==> src/wfsr_pkg.sv <==
package wfsr_pkg;

  // stream and configuration port widths
  localparam int unsigned InDataW  = 80;
  localparam int unsigned OutDataW = 64;
  localparam int unsigned AddrW    = 5;

  // speed to step rate scale, Q16
  localparam logic signed [18:0] StepsPerMmQ16 = 19'sd231584;

  // gating thresholds
  localparam logic [11:0] SideSpeedMin  = 12'd200;
  localparam logic [11:0] FrontSpeedMin = 12'd100;
  localparam logic [11:0] FrontSpeedMax = 12'd300;
  localparam logic [11:0] FrontNearMin  = 12'd700;

  // sensor change limits for wall acceptance
  localparam logic signed [12:0] BothChangeMax = 13'sd10;
  localparam logic signed [12:0] OneChangeMax  = 13'sd7;

  // side clamp, Q16.16 and integer
  localparam logic signed [47:0] SideLimQ16 = 48'sd6553600;
  localparam logic signed [7:0]  SideMax    = 8'sd100;
  localparam logic signed [7:0]  SideMin    = -8'sd100;

  // front saturation
  localparam logic signed [20:0] FrontMax = 21'sd32767;
  localparam logic signed [20:0] FrontMin = -21'sd32768;

  // register map
  typedef enum logic [2:0] {
    REG_SIDE_GAIN_P     = 3'd0,
    REG_SIDE_GAIN_D     = 3'd1,
    REG_FRONT_GAIN_P    = 3'd2,
    REG_LEFT_REFERENCE  = 3'd3,
    REG_RIGHT_REFERENCE = 3'd4,
    REG_LEFT_THRESHOLD  = 3'd5,
    REG_RIGHT_THRESHOLD = 3'd6,
    REG_FRONT_REFERENCE = 3'd7
  } reg_idx_e;

  typedef struct packed {
    logic [15:0] side_gain_p;
    logic [15:0] side_gain_d;
    logic [15:0] front_gain_p;
    logic [11:0] left_reference;
    logic [11:0] right_reference;
    logic [11:0] left_threshold;
    logic [11:0] right_threshold;
    logic [11:0] front_reference;
  } cfg_t;

  // shared multiplier operand selection
  typedef enum logic [1:0] {
    MUL_BASE  = 2'd0,
    MUL_PROP  = 2'd1,
    MUL_DERIV = 2'd2,
    MUL_FRONT = 2'd3
  } mul_sel_e;

  typedef struct packed {
    logic     cap_in;
    mul_sel_e mul_sel;
    logic     cap_base;
    logic     cap_p;
    logic     cap_d;
    logic     cap_side;
    logic     load_out;
  } cmd_t;

  typedef struct packed {
    logic out_free;
  } status_t;

endpackage

==> src/wfsr_regs.sv <==
module wfsr_regs import wfsr_pkg::*; (
  input  logic             clk_i,
  input  logic             rst_ni,
  input  logic             psel_i,
  input  logic             penable_i,
  input  logic             pwrite_i,
  input  logic [AddrW-1:0] paddr_i,
  input  logic [31:0]      pwdata_i,
  output logic [31:0]      prdata_o,
  output cfg_t             cfg_o
);

  cfg_t     cfg_q;
  logic     wr_en;
  reg_idx_e idx;

  assign wr_en = psel_i & penable_i & pwrite_i;
  assign idx   = reg_idx_e'(paddr_i[AddrW-1:2]);

  // register writes
  always_ff @(posedge clk_i or negedge rst_ni) begin
    if (!rst_ni) begin
      cfg_q.side_gain_p     <= 16'd256;
      cfg_q.side_gain_d     <= 16'd0;
      cfg_q.front_gain_p    <= 16'd0;
      cfg_q.left_reference  <= 12'd0;
      cfg_q.right_reference <= 12'd0;
      cfg_q.left_threshold  <= 12'd4095;
      cfg_q.right_threshold <= 12'd4095;
      cfg_q.front_reference <= 12'd0;
    end else if (wr_en) begin
      unique case (idx)
        REG_SIDE_GAIN_P:     cfg_q.side_gain_p     <= pwdata_i[15:0];
        REG_SIDE_GAIN_D:     cfg_q.side_gain_d     <= pwdata_i[15:0];
        REG_FRONT_GAIN_P:    cfg_q.front_gain_p    <= pwdata_i[15:0];
        REG_LEFT_REFERENCE:  cfg_q.left_reference  <= pwdata_i[11:0];
        REG_RIGHT_REFERENCE: cfg_q.right_reference <= pwdata_i[11:0];
        REG_LEFT_THRESHOLD:  cfg_q.left_threshold  <= pwdata_i[11:0];
        REG_RIGHT_THRESHOLD: cfg_q.right_threshold <= pwdata_i[11:0];
        REG_FRONT_REFERENCE: cfg_q.front_reference <= pwdata_i[11:0];
        default: ;
      endcase
    end
  end

  // read mux
  always_comb begin
    unique case (idx)
      REG_SIDE_GAIN_P:     prdata_o = {16'd0, cfg_q.side_gain_p};
      REG_SIDE_GAIN_D:     prdata_o = {16'd0, cfg_q.side_gain_d};
      REG_FRONT_GAIN_P:    prdata_o = {16'd0, cfg_q.front_gain_p};
      REG_LEFT_REFERENCE:  prdata_o = {20'd0, cfg_q.left_reference};
      REG_RIGHT_REFERENCE: prdata_o = {20'd0, cfg_q.right_reference};
      REG_LEFT_THRESHOLD:  prdata_o = {20'd0, cfg_q.left_threshold};
      REG_RIGHT_THRESHOLD: prdata_o = {20'd0, cfg_q.right_threshold};
      REG_FRONT_REFERENCE: prdata_o = {20'd0, cfg_q.front_reference};
      default:             prdata_o = 32'd0;
    endcase
  end

  assign cfg_o = cfg_q;

endmodule

==> src/wfsr_ctrl.sv <==
module wfsr_ctrl import wfsr_pkg::*; (
  input  logic    clk_i,
  input  logic    rst_ni,
  input  logic    in_valid_i,
  output logic    in_ready_o,
  input  status_t status_i,
  output cmd_t    cmd_o
);

  typedef enum logic [6:0] {
    ST_IDLE  = 7'b0000001,
    ST_BASE  = 7'b0000010,
    ST_PROP  = 7'b0000100,
    ST_DERIV = 7'b0001000,
    ST_FRONT = 7'b0010000,
    ST_SIDE  = 7'b0100000,
    ST_DONE  = 7'b1000000
  } state_e;

  state_e state_q, state_d;

  // sequencing of the shared multiplier and result capture
  always_comb begin
    state_d       = state_q;
    cmd_o         = '0;
    cmd_o.mul_sel = MUL_BASE;
    in_ready_o    = 1'b0;
    unique case (state_q)
      ST_IDLE: begin
        in_ready_o = 1'b1;
        if (in_valid_i) begin
          cmd_o.cap_in = 1'b1;
          state_d      = ST_BASE;
        end
      end
      ST_BASE: begin
        cmd_o.mul_sel = MUL_BASE;
        state_d       = ST_PROP;
      end
      ST_PROP: begin
        cmd_o.mul_sel  = MUL_PROP;
        cmd_o.cap_base = 1'b1;
        state_d        = ST_DERIV;
      end
      ST_DERIV: begin
        cmd_o.mul_sel = MUL_DERIV;
        cmd_o.cap_p   = 1'b1;
        state_d       = ST_FRONT;
      end
      ST_FRONT: begin
        cmd_o.mul_sel = MUL_FRONT;
        cmd_o.cap_d   = 1'b1;
        state_d       = ST_SIDE;
      end
      ST_SIDE: begin
        cmd_o.cap_side = 1'b1;
        state_d        = ST_DONE;
      end
      ST_DONE: begin
        if (status_i.out_free) begin
          cmd_o.load_out = 1'b1;
          state_d        = ST_IDLE;
        end
      end
      default: state_d = ST_IDLE;
    endcase
  end

  // state register
  always_ff @(posedge clk_i or negedge rst_ni) begin
    if (!rst_ni) begin
      state_q <= ST_IDLE;
    end else begin
      state_q <= state_d;
    end
  end

endmodule

==> src/wfsr_dp.sv <==
module wfsr_dp import wfsr_pkg::*; (
  input  logic                clk_i,
  input  logic                rst_ni,
  input  cmd_t                cmd_i,
  output status_t             status_o,
  input  cfg_t                cfg_i,
  input  logic [InDataW-1:0]  in_data_i,
  output logic                out_valid_o,
  input  logic                out_ready_i,
  output logic [OutDataW-1:0] out_data_o
);

  // captured input item
  logic [11:0]        speed_q, lnow_q, rnow_q, fnow_q;
  logic signed [12:0] lchg_q, rchg_q;
  logic               act_q, rot_q, rev_q;

  // intermediate results
  logic signed [49:0] mul_q;
  logic [13:0]        base_q;
  logic signed [29:0] p_q;
  logic signed [46:0] d_q;
  logic signed [29:0] prev_q;
  logic signed [7:0]  side_q;
  logic signed [15:0] front_q;

  // output register
  logic               out_valid_q;
  logic [OutDataW-1:0] out_data_q;

  // wall detection and side error selection
  logic               side_gate, front_gate;
  logic               lwall, rwall, both_mode, left_mode, right_mode;
  logic signed [12:0] lerr, rerr, ferr;
  logic signed [13:0] err_sel;

  assign side_gate  = act_q & ~rot_q & (speed_q > SideSpeedMin);
  assign front_gate = ~act_q & (speed_q > FrontSpeedMin) & (speed_q < FrontSpeedMax)
                    & (fnow_q > FrontNearMin);
  assign lwall      = lnow_q > cfg_i.left_threshold;
  assign rwall      = rnow_q > cfg_i.right_threshold;
  assign both_mode  = lwall & rwall & (lchg_q < BothChangeMax) & (rchg_q < BothChangeMax);
  assign left_mode  = lwall & (lchg_q < OneChangeMax) & (rchg_q < OneChangeMax);
  assign right_mode = rwall & (lchg_q < OneChangeMax) & (rchg_q < OneChangeMax);
  assign lerr = $signed({1'b0, lnow_q}) - $signed({1'b0, cfg_i.left_reference});
  assign rerr = $signed({1'b0, rnow_q}) - $signed({1'b0, cfg_i.right_reference});
  assign ferr = $signed({1'b0, fnow_q}) - $signed({1'b0, cfg_i.front_reference});

  always_comb begin
    if (both_mode) begin
      err_sel = {lerr[12], lerr} - {rerr[12], rerr};
    end else if (left_mode) begin
      err_sel = {lerr[12], lerr};
    end else if (right_mode) begin
      err_sel = $signed({2'b00, cfg_i.right_reference}) - $signed({2'b00, rnow_q});
    end else begin
      err_sel = '0;
    end
  end

  // shared multiplier operands
  logic signed [30:0] mul_a;
  logic signed [18:0] mul_b;
  logic signed [49:0] mul_p;

  always_comb begin
    case (cmd_i.mul_sel)
      MUL_BASE: begin
        mul_a = $signed({19'd0, speed_q});
        mul_b = StepsPerMmQ16;
      end
      MUL_PROP: begin
        mul_a = {{17{err_sel[13]}}, err_sel};
        mul_b = $signed({3'd0, cfg_i.side_gain_p});
      end
      MUL_DERIV: begin
        mul_a = {mul_q[29], mul_q[29:0]} - {prev_q[29], prev_q};
        mul_b = $signed({3'd0, cfg_i.side_gain_d});
      end
      MUL_FRONT: begin
        mul_a = {{18{ferr[12]}}, ferr};
        mul_b = $signed({3'd0, cfg_i.front_gain_p});
      end
      default: begin
        mul_a = '0;
        mul_b = '0;
      end
    endcase
  end

  assign mul_p = mul_a * mul_b;

  // side value in Q16.16, clamped and truncated toward zero; zero while the side gate is closed
  logic signed [47:0] side_val;
  logic signed [7:0]  side_trunc, side_next;

  assign side_val = {{10{p_q[29]}}, p_q, 8'd0} + {d_q[46], d_q};

  always_comb begin
    side_trunc = side_val[23:16];
    if (side_val[47] && (side_val[15:0] != 16'd0)) begin
      side_trunc = side_val[23:16] + 8'sd1;
    end
    if (!side_gate) begin
      side_next = '0;
    end else if (side_val > SideLimQ16) begin
      side_next = SideMax;
    end else if (side_val < -SideLimQ16) begin
      side_next = SideMin;
    end else begin
      side_next = side_trunc;
    end
  end

  // front value: Q8.8 product truncated toward zero, then saturated; zero while the front gate is closed
  logic signed [20:0] front_trunc;
  logic signed [15:0] front_next;

  always_comb begin
    front_trunc = mul_q[28:8];
    if (mul_q[28] && (mul_q[7:0] != 8'd0)) begin
      front_trunc = mul_q[28:8] + 21'sd1;
    end
    if (!front_gate) begin
      front_next = '0;
    end else if (front_trunc > FrontMax) begin
      front_next = 16'sh7fff;
    end else if (front_trunc < FrontMin) begin
      front_next = 16'sh8000;
    end else begin
      front_next = front_trunc[15:0];
    end
  end

  // wheel sums; the ranges of base, side and front keep these inside 17 bits
  logic signed [17:0] b18, s18, f18, lsum, rsum;

  assign b18 = $signed({4'd0, base_q});
  assign s18 = {{10{side_q[7]}}, side_q};
  assign f18 = {{2{front_q[15]}}, front_q};

  always_comb begin
    if (rev_q) begin
      lsum = s18 - b18;
      rsum = -b18 - s18;
    end else begin
      lsum = b18 + s18 - f18;
      rsum = b18 - s18 - f18;
    end
  end

  // input capture and datapath registers
  always_ff @(posedge clk_i) begin
    if (cmd_i.cap_in) begin
      speed_q <= in_data_i[11:0];
      lnow_q  <= in_data_i[23:12];
      lchg_q  <= in_data_i[36:24];
      rnow_q  <= in_data_i[48:37];
      rchg_q  <= in_data_i[61:49];
      fnow_q  <= in_data_i[73:62];
      act_q   <= in_data_i[74];
      rot_q   <= in_data_i[75];
      rev_q   <= in_data_i[76];
    end
    mul_q <= mul_p;
    if (cmd_i.cap_base) begin
      base_q <= mul_q[29:16];
    end
    if (cmd_i.cap_p) begin
      p_q <= mul_q[29:0];
    end
    if (cmd_i.cap_d) begin
      d_q <= both_mode ? mul_q[46:0] : '0;
    end
    if (cmd_i.cap_side) begin
      side_q  <= side_next;
      front_q <= front_next;
    end
    if (cmd_i.load_out) begin
      out_data_q <= {6'd0, front_q, side_q, rsum[16:0], lsum[16:0]};
    end
  end

  // stored proportional product (side error times side P gain), updated only while the side gate is open
  always_ff @(posedge clk_i or negedge rst_ni) begin
    if (!rst_ni) begin
      prev_q <= '0;
    end else if (cmd_i.cap_side && side_gate) begin
      prev_q <= p_q;
    end
  end

  // output valid
  always_ff @(posedge clk_i or negedge rst_ni) begin
    if (!rst_ni) begin
      out_valid_q <= 1'b0;
    end else if (cmd_i.load_out) begin
      out_valid_q <= 1'b1;
    end else if (out_ready_i) begin
      out_valid_q <= 1'b0;
    end
  end

  assign status_o.out_free = ~out_valid_q | out_ready_i;
  assign out_valid_o       = out_valid_q;
  assign out_data_o        = out_data_q;

endmodule

==> src/wall_follow_step_rate_controller_unit.sv <==
// Wall-following step-rate controller: one control tick per input transfer. An item goes
// from acceptance to a loaded result through four passes of the one shared 31x19
// multiplier (base rate, proportional, derivative, front), a clamp step and an output
// load step; one item is in work at a time, so a new item is accepted only after the
// previous one is loaded. The next item is accepted while the previous result still
// waits in the output register, and it then holds in its load step until that register
// frees. Registers sit on the APB port at byte address 4*i and may be written only while
// no item is in flight.
module wall_follow_step_rate_controller_unit import wfsr_pkg::*; (
  input  logic                clk_i,
  input  logic                rst_ni,
  // speed[11:0], left_now[23:12], left_change[36:24], right_now[48:37],
  // right_change[61:49], front_now[73:62], act[74], rotating[75], reverse[76]
  input  logic [InDataW-1:0]  s_tdata,
  input  logic                s_tvalid,
  output logic                s_tready,
  // left_rate_delta[16:0], right_rate_delta[33:17], side_correction[41:34],
  // front_correction[57:42]
  output logic [OutDataW-1:0] m_tdata,
  output logic                m_tvalid,
  input  logic                m_tready,
  input  logic                psel,
  input  logic                penable,
  input  logic                pwrite,
  input  logic [AddrW-1:0]    paddr,
  input  logic [31:0]         pwdata,
  output logic [31:0]         prdata,
  output logic                pready
);

  cfg_t    cfg;
  cmd_t    cmd;
  status_t status;

  assign pready = 1'b1;

  // configuration registers
  wfsr_regs u_regs (
    .clk_i     (clk_i),
    .rst_ni    (rst_ni),
    .psel_i    (psel),
    .penable_i (penable),
    .pwrite_i  (pwrite),
    .paddr_i   (paddr),
    .pwdata_i  (pwdata),
    .prdata_o  (prdata),
    .cfg_o     (cfg)
  );

  // sequencer
  wfsr_ctrl u_ctrl (
    .clk_i      (clk_i),
    .rst_ni     (rst_ni),
    .in_valid_i (s_tvalid),
    .in_ready_o (s_tready),
    .status_i   (status),
    .cmd_o      (cmd)
  );

  // arithmetic and output register
  wfsr_dp u_dp (
    .clk_i       (clk_i),
    .rst_ni      (rst_ni),
    .cmd_i       (cmd),
    .status_o    (status),
    .cfg_i       (cfg),
    .in_data_i   (s_tdata),
    .out_valid_o (m_tvalid),
    .out_ready_i (m_tready),
    .out_data_o  (m_tdata)
  );

endmodule

==> config.mk <==
export PLATFORM = sky130hd
export DESIGN_NAME = wall_follow_step_rate_controller_unit
export DESIGN_NICKNAME = d
export VERILOG_FILES = /design/src/wfsr_pkg.sv /design/src/wfsr_regs.sv /design/src/wfsr_ctrl.sv /design/src/wfsr_dp.sv /design/src/wall_follow_step_rate_controller_unit.sv
export SDC_FILE = /design/constraint.sdc
export NUM_CORES = 2
export LEC_CHECK = 0
export ABC_CLOCK_PERIOD_IN_PS = 16400
export BUFFER_PORTS_ARGS = -buffer_cell sky130_fd_sc_hd__buf_2
export CAP_MARGIN = 30
export CORE_MARGIN = 3
export CORE_UTILIZATION = 40
export DETAILED_ROUTE_END_ITERATION = 12
export PLACE_DENSITY = 0.6
export SETUP_SLACK_MARGIN = 0.3
export SLEW_MARGIN = 20
export SYNTH_ARGS = -nofsm -noshare
export SYNTH_HDL_FRONTEND = slang
export SYNTH_SLANG_ARGS = --single-unit
==> constraint.sdc <==
create_clock -name clk_i -period 16.4 [get_ports clk_i]
set_input_delay 3.28 -clock clk_i [delete_from_list [all_inputs] [get_ports clk_i]]
set_output_delay 3.28 -clock clk_i [all_outputs]
set_load 0.1 [all_outputs]
After elaboration in Yosys (flattened, before gate mapping)
Index checks and enable logic that the tools add are counted.
Word-level totals
  flip-flop bits (word level): 443
  memories: 0
  latch bits: 0
  bits in writable memories: 0
  memory bits (read-only): 0
  input port bits: 124
Operators by class
  $add $sub $neg: 16
  $lt $le $gt $ge: 14
  equality and inequality tests: 19
  bitwise logic cells: 20
  div/mod/pow operators: 0
  multipliers: 1
  muxes and demuxes: 29
  reductions and logical operators: 20
  shifts and indexed selects: 0
Operators by type and width (number)
  $pmux W32 S8: 1
  $pmux W31 S4: 1
  $pmux W19 S4: 1
  $sub A12 B12 Y13: 4
  $pmux W7 S7: 1
  $add A38 B47 Y48: 1
  $gt A48 B24 Y1 const B: 1
  $lt A48 B24 Y1 const B: 1
  $mul A31 B19 Y47: 1
  $mux W14: 3
  $mux W17: 2
  $sub A16 B16 Y17: 2
  $sub A30 B30 Y31: 1
  $lt A13 B4 Y1 const B: 2
  $lt A13 B5 Y1 const B: 2
  $gt A12 B12 Y1: 2
  $add A21 B1 Y21 const B: 1
  $gt A21 B16 Y1 const B: 1
  $lt A21 B16 Y1 const B: 1
  $mux W21: 1
  $mux W7: 3
  $reduce_and A2 Y1: 9
  $neg A14 Y17: 1
  $sub A17 B8 Y17: 1
  38 further kinds: 75

Logic depth before layout (Yosys ltp)
  word-level depth: 8
  mapped depth: 44

Hierarchy
A second synthesis with hierarchy kept.
Second synthesis, totals
  cells, all modules: 4868
  area, all modules: 46937.5 µm²
Modules (own cells, without submodules)
  wfsr_dp: seq. area each 9223.8 µm², instances 1, cells an instance 4438, area an instance 41309.6 µm²
  wfsr_regs: seq. area each 2733.9 µm², instances 1, cells an instance 382, area an instance 5182.5 µm²
  wfsr_ctrl: seq. area each 176.4 µm², instances 1, cells an instance 46, area an instance 434.2 µm²
  wall_follow_step_rate_controller_unit: seq. area each 0.0 µm², instances 1, cells an instance 2, area an instance 11.3 µm²

Worst setup path before layout
OpenSTA, ideal clock, no wires.
  kind: register -> register
  start point: register u_dp.lnow_q[0]
  end point: register u_dp.mul_q[44]
  slack: 6.573 ns
  stages on the path, launching flop included: 44
  arrival: 9.704 ns
  path buffers: 2
  library setup time: 0.123 ns
  path through: edfxtp_1 -> inv_1 -> ha_1 -> fa_1 -> nor2b_1 -> o21ai_0 -> a21boi_0 -> o21a_1 -> o21a_1 -> o21a_1 -> or3_1 -> and2_1 -> ha_1 -> a21oi_1 -> o21ai_0 -> a41oi_1 -> a311oi_2 -> buf_2 -> [... 8 more ...] -> inv_1 -> fa_1 -> fa_1 -> inv_1 -> fa_1 -> inv_1 -> ha_1 -> nand2_1 -> nor2_1 -> a221o_1 -> a21oi_1 -> o21ai_0 -> o31ai_1 -> o311ai_0 -> a41o_1 -> a311oi_1 -> o21bai_1 -> xor2_1
Between the ends
  cells in the longest elaborated chain, start to end: 7
  elaborated cells between the ends (all ways): 12
  those cells by class: 2 x add/sub; 1 x mul; 1 x order compare; 3 x mux; 5 x bitwise
RTL lines
  start: declaration: line wfsr_dp.sv:14  | logic [11:0] speed_q, lnow_q, rnow_q, fnow_q;
  start signal: assignment: line wfsr_dp.sv:156  | lnow_q <= in_data_i[23:12];
  parallel branches: the longest is 4 deep, another holds $sub A13 B13 Y14
  $mux W14 *: line wfsr_dp.sv:50  | if (both_mode) begin
  $pmux W31 S4 *: line wfsr_dp.sv:67  | case (cmd_i.mul_sel)
  $mul A31 B19 Y47 *: line wfsr_dp.sv:91  | assign mul_p = mul_a * mul_b;
  via u_dp.mul_p[44]: line wfsr_dp.sv:64  | logic signed [49:0] mul_p;
  end signal: assignment: line wfsr_dp.sv:165  | mul_q <= mul_p;
  end: declaration: line wfsr_dp.sv:19  | logic signed [49:0] mul_q;
Mark *: on every way through the listed nets, which the timed path passes.
A chain may end at the register's enable or synchronous reset.

Final worst setup path
  start point: register u_regs.cfg_q, in the netlist u_regs.cfg_o[48]
  end point: register u_dp.mul_q[44]
Between the ends
  cells in the longest elaborated chain, start to end: 5
  elaborated cells between the ends (all ways): 6
  those cells by class: 2 x add/sub; 1 x mul; 3 x mux
RTL lines
  start: declaration: line wfsr_regs.sv:13  | cfg_t cfg_q;
  $sub A12 B12 Y13 *: line wfsr_dp.sv:45  | assign lerr = $signed({1'b0, lnow_q}) - $signed({1'b0, cfg_i.left_reference});
  $sub A13 B13 Y14 or $mux W14 (tied branches): line wfsr_dp.sv:51, wfsr_dp.sv:52
  $mux W14 *: line wfsr_dp.sv:50
  $pmux W31 S4 *: line wfsr_dp.sv:67
  $mul A31 B19 Y47 *: line wfsr_dp.sv:91
  via u_dp.mul_p[44]: line wfsr_dp.sv:64
The timed path passes the listed nets; every way through them passes the cells marked *.

==> summary.md <==
### Logic synthesis
* **share of the yosys chip area belonging to registers** 0.258
* **Post-synth top flop** sky130_fd_sc_hd__edfxtp_1
* **number of enable-type register cells in the synthesized netlist** 250
* **number of flip-flops and latches in the synthesized netlist** 443
* **library cells used by synthesis** 95
* **XOR/XNOR share of the synthesized area** 0.0387
* **library cell with the largest summed area after synthesis** sky130_fd_sc_hd__fa_1
* **Async SR Flop Fraction** 0.330
* **compound-cell area share of the yosys netlist** 0.127
* **portion of netlist area occupied by mux cells** 0.0265
* **largest family of logic cells by synthesized area** adder cells
* **adder-cell area share of the yosys netlist** 0.326
* **cell types occupying the most area after synthesis** sky130_fd_sc_hd__fa_1 23%, sky130_fd_sc_hd__edfxtp_1 16%, sky130_fd_sc_hd__ha_1 9.5%
* **mean instance size in the synthesized netlist** 9.32 um2
* **area share of and/or/nand/nor cells after synthesis** 0.128
* **Post-Synthesis Cells** 5035
* **synthesized cell area** 46900 um2
* **proportion of netlist area held by the largest area contributor** 0.231
* **Yosys Warn Count** 0

### Floorplanning
* **die height** 349 um
* **Top Ports** 223
* **floorplan row count** 125
* **effective utilization at floorplan** 0.403
* **Die X** 349 um
* **Core ar.** 116000 um2
* **total die area** 122000 um2

### Final layout
* **final-stage net count** 6209
* **fill cell total of the finished layout** 11363
* **count of inserted antenna diode cells** 0
* **share of the core filled with cells** 0.442
* **area growth from synthesis to layout** 9.66%
* **fraction of final layout cells sized beyond drive strength 1** 0.0953
* **finished layout cell area** 51500 um2

### Routing
* **remaining number of nets flagged by the antenna check after routing** 0
* **WL final** 133 mm
* **vias** 35500
* **iteration count of the initial detailed-routing pass** 6
* **Vias per Instance** 5.26
* **Detailed Route Iter0 Violations** 2387
* **average detailed-routed wire length per instance** 19.8 um
* **final routed DRC violation total** 0

### Global route
* **remaining global-route overflow** 0
* **number of global-route vias before repair** 36526
* **first-pass GRT wire length** 209 mm
* **global-route usage over all layers** 0.221
* **initial antenna violation count** 3
* **largest net degree at the start of global routing** 84

### Worst setup path
* **most common cell type on the critical path** sky130_fd_sc_hd__fa_1
* **reg-to-reg slack, setup** 4.53 ns
* **end of the worst register-to-register path** u_dp.mul_q[44]$_DFF_P_
* **category of the critical setup timing path** reg2reg
* **slowest stage cell, crit path** sky130_fd_sc_hd__nand3_1
* **critical path fanouts, max** 26
* **critical path launch point type** flop
* **endpoint required time on the critical path** 16.91 ns
* **Crit path max-delay family** compound AO/OA/AOI/OAI gates
* **maximum single-stage delay on the critical path** 0.77 ns
* **arrival time worst endpoint** 12.38 ns
* **Register-to-Register Path Depth** 41
* **launch point of the worst reg-to-reg path** u_regs.cfg_o[48]$_DFFE_PN0P_
* **crit path capture type** flop
* **Bufs and invs on worst path** 6

### Clock tree
* **Worst-Skew Late Latency** 0.63 ns
* **clock transition at the registers of the reported paths** 0.06 ns
* **clock tree from TritonCTS** yes
* **Resized Gates After CTS** 0
* **number of hold buffers added after cts** 0
* **root buffer cell** sky130_fd_sc_hd__clkbuf_16
* **number of CTS-inserted buffers** 50
* **number of clock sinks** 443
* **Setup Buffers After CTS** 0
* **clock tree buffer depth** 3
* **H-tree levels** 2

### Timing
* **transition time of the tightest slew-check pin** 1.01 ns
* **skew final** 0.0397 ns
* **final setup TNS** 0 ns
* **setup violation total in the final timing report** 0
* **normalized max-slew margin** 0.328
* **Hold Slack** 0.464 ns
* **final hold viol count** 0
* **post-route fraction of the period consumed by the critical path** 0.724
* **final number of max-transition violations** 0
* **Max Freq** 0.0842 GHz
* **setup repair after global routing missed its margin** no
* **Tmin final** 11.87 ns

### Min path
* **Min-Delay Path Depth** 0
* **worst min-delay path class** reg2reg
* **startpoint of the worst hold path** u_dp.mul_q[0]$_DFF_P_
* **capture endpoint of the worst hold path** u_dp.p_q[0]$_DFFE_PP_

### Placement
* **Port Buf Inserts** 178
* **HPWL after detailed placement** 105 mm
* **routability congestion estimate from global placement** 0.913
* **area post-placement** 49700 um2

### Power and ir drop
* **leak pwr** 24.1 nW
* **Worst VDD drop** 0.241 mV
* **power density over the cells** 137 nW/um2

### Run
* **number of maximum-capacitance constraint violations** 0

### Run status
* **result of the run** complete, no violations

[report_power, final]
| group | internal [mW] | total (mW) | switching (mW) |
|---|---|---|---|
| logic | 1.69 | 4.27 | 2.58 |
| clock network | 0.668 | 1.15 | 0.483 |
| registers | 1.42 | 1.61 | 0.194 |
| total | 3.78 | 7.03 | 3.26 |
[cell type report]
type	instances	area (um2)	area share
clock buffers	70	1410	0.0274
clock inverters	23	267	0.00518
inverters	968	3630	0.0706
multi-input cells	3468	30600	0.595
flip-flops and latches	443	12100	0.236
well taps	1524	1910	0.0370
repair buffers	255	1520	0.0296
[worst reg2reg max path: cells and delay by family, from the launching register on]
family                     cells  cell delay [ns]
and+or+nand+nor                7             1.71
DFF                            1             0.40
buffers and inverters          6             0.77
xor gates and xnor gates       1             0.14
adders and majority gates     10             4.03
AOI/OAI and AO/OA             17             4.72
[worst max path at each step]
stage                                 start                      to  slack (ns)  cells past startpoint
6_report       u_regs.cfg_o[48]$_DFFE_PN0P_  u_dp.mul_q[44]$_DFF_P_        4.53                     41
4_1_cts            u_dp.lnow_q[0]$_DFFE_PP_  u_dp.mul_q[44]$_DFF_P_        4.57                     42
3_3_place_gp       u_dp.lnow_q[0]$_DFFE_PP_  u_dp.mul_q[44]$_DFF_P_        4.69                     39
5_1_grt        u_regs.cfg_o[48]$_DFFE_PN0P_  u_dp.mul_q[44]$_DFF_P_        3.75                     41
2_1_floorplan      u_dp.lnow_q[0]$_DFFE_PP_  u_dp.mul_q[44]$_DFF_P_        6.57                     43
3_5_place_dp       u_dp.lnow_q[0]$_DFFE_PP_  u_dp.mul_q[44]$_DFF_P_        4.57                     42
[cells by family after synthesis]
| kind of cell | after synthesis |
|---|---|
| adder cells (fa/ha/maj) | 899 |
| buffers and inverters | 1162 |
| XOR/XNOR | 206 |
| AND/OR/NAND/NOR | 1282 |
| flip-flops | 443 |
| other | 2 |
| AO/OA/AOI/OAI | 931 |
| multiplexers | 110 |
[layout by cell type, fill, tap and decap left out, drive strengths merged, types with 37 or more instances in the layout]
master	count
xnor2	141
o21ai	277
clkbuf	70
buf	255
dfxtp	47
nand2b	39
nand3	46
o21a	58
a21oi	222
fa	541
nor2b	47
ha	358
nor2	266
dfrtp	120
nand2	523
a21o	77
xor2	64
edfxtp	250
mux2	76
conb	40
and2	154
nand4	37
nor3	49
inv	970
[registers in the layout (all words and copies together), names as in the netlist, 8 cells and up]
signal and cells:
u_dp.base_q 14, u_dp.front_q 16, u_dp.prev_q 30, u_dp.d_q 47, u_dp.mul_q 47, u_dp.rchg_q 13, u_dp.lchg_q 13, u_dp.speed_q 12
u_dp.out_data_o 58, u_dp.p_q 30, u_dp.lnow_q 12, u_dp.fnow_q 12, u_regs.cfg_o 108, u_dp.side_q 8, u_dp.rnow_q 12
[synth_stat cells (22+ instances only)]
| cell | count |
|---|---|
| sky130_fd_sc_hd__a211oi_1 | 22 |
| sky130_fd_sc_hd__ha_1 | 358 |
| sky130_fd_sc_hd__o31ai_1 | 25 |
| sky130_fd_sc_hd__mux2_2 | 76 |
| sky130_fd_sc_hd__fa_1 | 541 |
| sky130_fd_sc_hd__xor2_1 | 64 |
| sky130_fd_sc_hd__a21oi_1 | 221 |
| sky130_fd_sc_hd__dfstp_2 | 26 |
| sky130_fd_sc_hd__nand2b_1 | 39 |
| sky130_fd_sc_hd__a31oi_1 | 22 |
| sky130_fd_sc_hd__inv_1 | 966 |
| sky130_fd_sc_hd__nand3_1 | 46 |
| sky130_fd_sc_hd__xnor2_1 | 141 |
| sky130_fd_sc_hd__clkbuf_1 | 151 |
| sky130_fd_sc_hd__a21o_1 | 76 |
| sky130_fd_sc_hd__nor3_1 | 49 |
| sky130_fd_sc_hd__nor2b_1 | 47 |
| sky130_fd_sc_hd__o21a_1 | 57 |
| sky130_fd_sc_hd__nand2_1 | 523 |
| sky130_fd_sc_hd__edfxtp_1 | 250 |
| sky130_fd_sc_hd__nor2_1 | 265 |
| sky130_fd_sc_hd__and3_1 | 31 |
| sky130_fd_sc_hd__and2_1 | 149 |
| sky130_fd_sc_hd__o21bai_1 | 31 |
| sky130_fd_sc_hd__buf_4 | 23 |
| sky130_fd_sc_hd__o21ai_0 | 259 |
| sky130_fd_sc_hd__mux2i_1 | 30 |
| sky130_fd_sc_hd__nand4_1 | 37 |
| sky130_fd_sc_hd__dfrtp_1 | 120 |
| sky130_fd_sc_hd__dfxtp_1 | 47 |
[metal layers]
| metal | part of all wire | vias to the layer above | track usage | wire, um |
|---|---|---|---|---|
| li1 | - | 16619 | - | - |
| met1 | 0.44 | 17587 | 0.299 | 58600 |
| met2 | 0.46 | 1079 | 0.366 | 61800 |
| met3 | 0.067 | 213 | 0.0336 | 8970 |
| met4 | 0.030 | 2 | 0.0632 | 3940 |
| met5 | 0.00010 | - | 0 | 14 |
[through the flow]
stage	power (mW)	worst slack, ns	instances
after floorplan	4.71	6.57	5073
after global placement	5.78	4.69	6651
after detailed placement	5.84	4.57	6654
after CTS	7.03	4.57	6747
after global routing	7.68	3.75	6751
final	7.03	4.53	6751
Power figures use the tool's default switching activity.
